===== src/hdl/value_frequency_table_assert.svh =====
// Assertion macros for the value frequency table.
// Expects clk and rst_n in the scope of each use.
`ifndef VALUE_FREQUENCY_TABLE_ASSERT_SVH
`define VALUE_FREQUENCY_TABLE_ASSERT_SVH
`ifndef SYNTH
`define VFT_ASSERT_NOW(lbl, ante, cons) \
  lbl: assert property (@(posedge clk) disable iff (!rst_n) (ante) |-> (cons)) \
    else $error("value_frequency_table: assertion failed");
`define VFT_ASSERT_NEXT(lbl, ante, cons) \
  lbl: assert property (@(posedge clk) disable iff (!rst_n) (ante) |=> (cons)) \
    else $error("value_frequency_table: assertion failed");
`else
`define VFT_ASSERT_NOW(lbl, ante, cons)
`define VFT_ASSERT_NEXT(lbl, ante, cons)
`endif
`endif


===== src/hdl/vft_pkg.sv =====
// Package for the value frequency table: sizes, codes, transaction types
// and field conversion functions. No dependencies.
`default_nettype none
package vft_pkg;

  localparam int TABLE_ENTRIES = 64;
  localparam int COUNT_BITS    = 16;
  localparam int VALUE_BITS    = 32;
  localparam int IDX_BITS      = $clog2(TABLE_ENTRIES);
  localparam int USED_BITS     = $clog2(TABLE_ENTRIES + 1);

  typedef enum logic {
    OP_ADD  = 1'b0,
    OP_READ = 1'b1
  } op_t;

  typedef enum logic [1:0] {
    ST_HIT    = 2'd0,
    ST_NEW    = 2'd1,
    ST_FULL   = 2'd2,
    ST_UNUSED = 2'd3
  } status_t;

  typedef struct packed {
    op_t                operation;
    logic signed [31:0] value;
    logic        [5:0]  read_index;
  } in_item_t;

  typedef struct packed {
    logic        [5:0]  entry_index;
    logic signed [31:0] entry_value;
    logic        [15:0] entry_count;
    status_t            status;
    logic        [6:0]  used_entries;
  } out_item_t;

  function automatic logic [VALUE_BITS-1:0] value_in(input logic signed [31:0] raw);
    logic signed [63:0] wide;
    wide = 64'(raw);
    return wide[VALUE_BITS-1:0];
  endfunction

  function automatic logic signed [31:0] value_out(input logic [VALUE_BITS-1:0] v);
    logic signed [VALUE_BITS-1:0] s;
    logic signed [63:0]           wide;
    s    = v;
    wide = 64'(s);
    return wide[31:0];
  endfunction

  function automatic logic [15:0] count_out(input logic [COUNT_BITS-1:0] c);
    logic [63:0] wide;
    wide = 64'(c);
    return wide[15:0];
  endfunction

  function automatic logic [5:0] index_out(input logic [IDX_BITS-1:0] i);
    logic [63:0] wide;
    wide = 64'(i);
    return wide[5:0];
  endfunction

  function automatic logic [6:0] used_out(input logic [USED_BITS-1:0] u);
    logic [63:0] wide;
    wide = 64'(u);
    return wide[6:0];
  endfunction

endpackage
`default_nettype wire


===== src/hdl/value_frequency_table.sv =====
// Value frequency table: distinct values with occurrence counts, in order of
// first appearance, held in two single-port synchronous memories.
// Depends on vft_pkg and value_frequency_table_assert.svh.
//
// Usage: raise start with a transaction on in_item while busy is low. An add
// scans the used entries one per cycle through the read port of the value
// and count memories and stops at a hit; a read fetches one entry, and a read
// beyond the used entries needs no memory access. The result appears on
// out_item for exactly one cycle with out_strobe high, in the cycle after the
// work ends; the receiver cannot hold it off, so it must take every strobe.
// busy falls as the result is registered, so the next transaction may start
// while the strobe is still up. Memory contents need no clearing after reset.
`default_nettype none
module value_frequency_table (
  input  wire logic               clk,
  input  wire logic               rst_n,
  input  wire logic               start,
  output logic                    busy,
  input  wire vft_pkg::in_item_t  in_item,
  output logic                    out_strobe,
  output vft_pkg::out_item_t      out_item
);
  import vft_pkg::*;

  typedef enum logic [2:0] {
    S_IDLE  = 3'b001,
    S_SCAN  = 3'b010,
    S_RDOUT = 3'b100
  } state_t;

  state_t                  state_r, state_nxt;
  logic [USED_BITS-1:0]    used_r, used_nxt;
  logic [USED_BITS-1:0]    scan_r, scan_nxt;
  logic                    cmp_vld_r, cmp_vld_nxt;
  logic [IDX_BITS-1:0]     cmp_idx_r, cmp_idx_nxt;
  logic [VALUE_BITS-1:0]   val_r, val_nxt;
  logic                    out_strobe_r, out_strobe_nxt;
  out_item_t               out_r, out_nxt;

  logic [VALUE_BITS-1:0]   vmem [TABLE_ENTRIES];
  logic [COUNT_BITS-1:0]   cmem [TABLE_ENTRIES];
  logic [VALUE_BITS-1:0]   vrd_r;
  logic [COUNT_BITS-1:0]   crd_r;

  logic                    rd_en;
  logic [IDX_BITS-1:0]     rd_addr;
  logic                    wr_en;
  logic                    wr_val_en;
  logic [IDX_BITS-1:0]     wr_addr;
  logic [VALUE_BITS-1:0]   wr_val;
  logic [COUNT_BITS-1:0]   wr_cnt;
  logic [COUNT_BITS-1:0]   cnt_inc;
  logic [63:0]             ridx_wide;
  logic                    ridx_used;

  always_ff @(posedge clk) begin
    if (wr_en) begin
      cmem[wr_addr] <= wr_cnt;
      if (wr_val_en) begin
        vmem[wr_addr] <= wr_val;
      end
    end
    if (rd_en) begin
      vrd_r <= vmem[rd_addr];
      crd_r <= cmem[rd_addr];
    end
  end

  assign ridx_wide = 64'(in_item.read_index);
  assign ridx_used = ridx_wide < 64'(used_r);
  assign cnt_inc   = (crd_r == '1) ? crd_r : crd_r + COUNT_BITS'(1);

  always_comb begin
    state_nxt      = state_r;
    used_nxt       = used_r;
    scan_nxt       = scan_r;
    cmp_vld_nxt    = cmp_vld_r;
    cmp_idx_nxt    = cmp_idx_r;
    val_nxt        = val_r;
    out_strobe_nxt = 1'b0;
    out_nxt        = out_r;
    rd_en          = 1'b0;
    rd_addr        = scan_r[IDX_BITS-1:0];
    wr_en          = 1'b0;
    wr_val_en      = 1'b0;
    wr_addr        = cmp_idx_r;
    wr_val         = val_r;
    wr_cnt         = cnt_inc;
    case (state_r)
      S_IDLE: begin
        if (start) begin
          if (in_item.operation == OP_READ) begin
            if (ridx_used) begin
              rd_en       = 1'b1;
              rd_addr     = ridx_wide[IDX_BITS-1:0];
              cmp_idx_nxt = ridx_wide[IDX_BITS-1:0];
              state_nxt   = S_RDOUT;
            end else begin
              out_strobe_nxt       = 1'b1;
              out_nxt.entry_index  = in_item.read_index;
              out_nxt.entry_value  = '0;
              out_nxt.entry_count  = '0;
              out_nxt.status       = ST_UNUSED;
              out_nxt.used_entries = used_out(used_r);
            end
          end else begin
            val_nxt     = value_in(in_item.value);
            scan_nxt    = '0;
            cmp_vld_nxt = 1'b0;
            state_nxt   = S_SCAN;
          end
        end
      end
      S_SCAN: begin
        if (cmp_vld_r && (vrd_r == val_r)) begin
          wr_en                = 1'b1;
          out_strobe_nxt       = 1'b1;
          out_nxt.entry_index  = index_out(cmp_idx_r);
          out_nxt.entry_value  = value_out(val_r);
          out_nxt.entry_count  = count_out(cnt_inc);
          out_nxt.status       = ST_HIT;
          out_nxt.used_entries = used_out(used_r);
          state_nxt            = S_IDLE;
        end else if (scan_r < used_r) begin
          rd_en       = 1'b1;
          cmp_idx_nxt = scan_r[IDX_BITS-1:0];
          cmp_vld_nxt = 1'b1;
          scan_nxt    = scan_r + USED_BITS'(1);
        end else begin
          out_strobe_nxt      = 1'b1;
          out_nxt.entry_value = value_out(val_r);
          if (used_r < USED_BITS'(TABLE_ENTRIES)) begin
            wr_en                = 1'b1;
            wr_val_en            = 1'b1;
            wr_addr              = used_r[IDX_BITS-1:0];
            wr_cnt               = COUNT_BITS'(1);
            used_nxt             = used_r + USED_BITS'(1);
            out_nxt.entry_index  = index_out(used_r[IDX_BITS-1:0]);
            out_nxt.entry_count  = count_out(COUNT_BITS'(1));
            out_nxt.status       = ST_NEW;
            out_nxt.used_entries = used_out(used_r + USED_BITS'(1));
          end else begin
            out_nxt.entry_index  = '0;
            out_nxt.entry_count  = '0;
            out_nxt.status       = ST_FULL;
            out_nxt.used_entries = used_out(used_r);
          end
          state_nxt = S_IDLE;
        end
      end
      S_RDOUT: begin
        out_strobe_nxt       = 1'b1;
        out_nxt.entry_index  = index_out(cmp_idx_r);
        out_nxt.entry_value  = value_out(vrd_r);
        out_nxt.entry_count  = count_out(crd_r);
        out_nxt.status       = ST_HIT;
        out_nxt.used_entries = used_out(used_r);
        state_nxt            = S_IDLE;
      end
      default: begin
        state_nxt = S_IDLE;
      end
    endcase
  end

  always_ff @(posedge clk) begin
    if (!rst_n) begin
      state_r      <= S_IDLE;
      used_r       <= '0;
      cmp_vld_r    <= 1'b0;
      out_strobe_r <= 1'b0;
    end else begin
      state_r      <= state_nxt;
      used_r       <= used_nxt;
      cmp_vld_r    <= cmp_vld_nxt;
      out_strobe_r <= out_strobe_nxt;
    end
  end

  always_ff @(posedge clk) begin
    scan_r    <= scan_nxt;
    cmp_idx_r <= cmp_idx_nxt;
    val_r     <= val_nxt;
    out_r     <= out_nxt;
  end

  assign busy       = (state_r != S_IDLE);
  assign out_strobe = out_strobe_r;
  assign out_item   = out_r;

`include "value_frequency_table_assert.svh"

  `VFT_ASSERT_NOW(a_used_bound, 1'b1, used_r <= USED_BITS'(TABLE_ENTRIES))
  `VFT_ASSERT_NOW(a_strobe_idle, out_strobe, state_r == S_IDLE)
  `VFT_ASSERT_NOW(a_new_grows, out_strobe && (out_r.status == ST_NEW), used_r == $past(used_r) + USED_BITS'(1))
  `VFT_ASSERT_NEXT(a_start_acts, start && !busy, busy || out_strobe)

endmodule
`default_nettype wire

===== config.mk =====
export PLATFORM = sky130hd
export DESIGN_NAME = value_frequency_table
export DESIGN_NICKNAME = d
export VERILOG_FILES = /design/src/hdl/vft_pkg.sv /design/src/hdl/value_frequency_table.sv
export VERILOG_INCLUDE_DIRS = /design/src /design/src/hdl
export SDC_FILE = /design/constraint.sdc
export NUM_CORES = 2
export LEC_CHECK = 0
export ABC_AREA = 1
export BUFFER_PORTS_ARGS = -buffer_cell sky130_fd_sc_hd__buf_2
export CAP_MARGIN = 20
export CORE_MARGIN = 2
export CORE_UTILIZATION = 50
export CTS_CLUSTER_DIAMETER = 50
export DETAILED_ROUTE_END_ITERATION = 16
export PLACE_DENSITY = 0.65
export SLEW_MARGIN = 5
export SYNTH_ARGS = -nofsm -noshare
export SYNTH_HDL_FRONTEND = slang
export SYNTH_SLANG_ARGS = --single-unit

===== constraint.sdc =====
create_clock -name clk -period 17 [get_ports clk]
set_clock_uncertainty 0.2 [all_clocks]
set_input_delay 0.85 -clock clk [delete_from_list [all_inputs] [get_ports clk]]
set_output_delay 0.85 -clock clk [all_outputs]
set_load 0.05 [all_outputs]

==> metrics.yaml <==
run_status:
  status: "finished, final reports clean"
sta:
  rsz0062_at_grt: "false"
  worst_slew_pin_slew_ns: 1.200
  max_freq_mhz: 146.4
  fin_crit_ns: 6.832
  setup_viol: 0
  slew_headroom_pct: 20.00
  finalHoldViolCount: 0
  slew_violations: 0
  tns_ns: 0
  period_share_pct: 40.19
pwr:
  p_comb_share_pct: 8.9
  p_clk_share_pct: 41.9
  ir_drop_uv: 119.4
  seqPwrFrac_pct: 49.2
  leakagePower_nw: 65.68
  swShare_pct: 24.76
  switchingPower_mw: 4.457
  powerDensity_nw_per_um2: 114.3
  power.internal_mw: 13.54
worst_setup_path:
  r2r_slack_ns: 10.17
  criticalPathCategory: "flip-flop to flip-flop"
  startpoint: "val_r[30]"
  path_max_fanout: 57
  cp-start-kind: "flip-flop"
  slowest_delay_ns: 0.80
  worst_setup_path_end_kind: "flip-flop"
  cp_common_cell: "nand2_1"
  r2r_end: "vmem[40][14]"
  required_ns: 17.29
  reg2reg_from: "val_r[30]"
  critical_path.slowest_cell: "nand3_4"
  path_delay_family: "simple AND/OR/NAND/NOR gates"
  ff2ff_path_depth: 17
  cp.buffers_inverters: 5
  worst-path-stages: 17
  worstPathCellList: "buf_4 > xnor2_1 > nand4_1 > nor2_1 > nand2_1 > nor2_1 > nand2_1 > nand3_4 > inv_1 > nand2_1 > nand2_1 > nand3_1 > buf_4 > inv_1 > nand2_1 > nor2_4 > buf_4"
  crit_path_end: "vmem[40][14]"
  crit_arrival_ns: 7.12
clocking:
  post_cts_buffers: 0
  insertion_delay_ns: 0.91
  clockRootBuffer: "clkbuf_16"
  cts_buffers: 357
  clock_sinks: 3240
  htree_num_levels: 5
  clk_pin_slew_ns: 0.06
  cts_buffer_depth: 4
  cts_tree: "yes"
cells_and_area:
  fill_cells: 23000
  nets: 13630
  syn_to_final_growth_pct: 11.86
  layout_commonest_cell: "nand2_1"
  seq_area_um2: 97170
  multi_input_area_um2: 31110
  drive_gt1_share_pct: 7.688
  final_cell_mix: "nand2_1 (3673), edfxtp_1 (3228), nand3_1 (2767), inv_1 (2643), clkbuf_16 (361)"
  utilization_pct: 56.31
job:
  maxCapViolCount: 0
yosys:
  yosysSeqAreaShare_pct: 69.03
  synthDistinctLibCells: 41
  syn-num-nets: 13570
  synth-async-reset-ratio_pct: 0
  syn-cell-area_um2: 140800
  netlist_instances: 13510
  synth-edff-count: 3228
  ys_ff_latch: 3240
  synth_area_per_cell_um2: 10.42
  yosys_warnings: 0
  synthFlopType: "edfxtp_1"
placement:
  gp_congestion: 0.8692
  dp_hpwl_mm: 215.2
  port_buffers: 106
die:
  io-pin-count: 107
  num_rows: 194
  die_h_um: 534.6
  core_um2: 279600
  start_util_pct: 50.34
  dieWidth_um: 534.6
  die_area_um2: 285800
global_routing:
  grt_overflow: 0
  antenna_found_initial: 13
  grt_pass1_wl_mm: 596.8
  grt_usage_pct: 28.26
  grt_pass1_vias: 88920
  grt_max_degree: 174
routing:
  vias: 96240
  ant_nets: 0
  drt-vias-per-instance: 5.474
  dr.first_iter.drc_count: 12830
  wl_mm: 410.2
  wl_per_cell_um: 23.33
  drc: 0
  drt-pass1-iter-count: 8
hold_path:
  holdCritPathClass: "primary input to flip-flop"
metal layers:
metal	wire (um)	part of all wire [%]	global-route usage, %
met1	159300	39	38.75
met2	189700	46	44.70
met3	39640	9.7	4.167
met4	21430	5.2	13.15
met5	101	0.025	0
synth_stat cells, types with 2 or more instances:
library cell	number	area share [%]
buf_2	434	1.5
or2_2	9	0.040
nor3_1	105	0.37
o21ai_2	3	0.019
buf_1	38	0.10
inv_2	4	0.011
o21ai_1	4	0.014
o211ai_1	53	0.28
xor2_1	18	0.11
clkbuf_1	237	0.63
nor2_1	86	0.23
a22o_1	11	0.068
o221ai_1	5	0.031
dfxtp_1	12	0.17
edfxtp_1	3228	69
o22ai_1	26	0.12
nor3b_1	2	0.011
ha_1	16	0.14
a21oi_1	25	0.089
nand2_1	3678	9.8
clkinv_1	2	0.0053
o21ai_0	38	0.14
inv_1	2661	7.1
o2111ai_1	3	0.019
buf_4	4	0.021
xnor2_1	7	0.044
o21a_1	2	0.011
nand3_1	2772	9.9
nand4_1	19	0.084
logic make-up (layout without fill, tap and decap cells):
logic type / after synthesis / in the layout / synth area share (%)
AOI/OAI and AO/OA: 174 / 174 / 0.8115
xor gates and xnor gates: 25 / 25 / 0.1555
adders and majority gates: 16 / 16 / 0.1422
buffers and inverters: 3380 / 3719 / 9.409
DFF: 3240 / 3240 / 69.03
muxes: 1 / 1 / 0.007999
other: 0 / 5 / 0
and+or+nand+nor: 6678 / 6678 / 20.44
registers in the layout, indices dropped and copies added (netlist names):
name        count
crd_r          16
cmp_idx_r       6
out_strobe      1
vrd_r          32
out_item       63
used_r          7
cmem         1024
vmem         2048
state_r         3
cmp_vld_r       1
scan_r          7
val_r          32
worst min path at each step:
stage,startpoint,end,depth (start not counted)
global placement,used_r[2],used_r[2],2
detailed placement,used_r[2],used_r[2],2
finish,rst_n,state_r[0],2
CTS,rst_n,used_r[3],3
global route,rst_n,state_r[0],2
floorplan,used_r[2],used_r[2],2
stage by stage:
step | cell area (um2) | instances | hold WS, ns | total power [mW] | setup WS (ns)
after global routing | 157500 | 17580 | 0.06595 | 18.47 | 9.811
after floorplan | 140800 | 13510 | 0.3040 | 9.988 | 11.39
final | 157500 | 17580 | 0.09028 | 18.00 | 10.17
after CTS | 157500 | 17580 | 0.03216 | 18.03 | 10.24
after global placement | 145800 | 16910 | 0.3216 | 10.59 | 10.07
after detailed placement | 145800 | 16910 | 0.3410 | 10.60 | 10.05
power by group through the flow:
stage	Combinational [mW]	Clock, mW	Sequential, mW
2_1_floorplan	0.881	0	9.11
3_3_place_gp	1.56	0	9.02
3_5_place_dp	1.57	0	9.03
4_1_cts	1.58	7.59	8.86
5_1_grt	1.71	7.91	8.85
6_report	1.60	7.54	8.86
cell type report:
type,count,share of cell area (%)
antenna,5,0.007946
clock buffer,424,5.887
clock inverter,215,1.301
inverter,2667,6.368
multi-input combinational,6894,19.76
sequential,3240,61.71
tap,3724,2.959
timing repair buffer,413,2.010
what timing repair did:
item,CTS,global route
endpoints found under the hold margin,32,0
endpoints found under the setup margin,0,0
hold buffers,32,0
resized for setup,0,0
No activity file was read; power rests on OpenSTA's default activity.
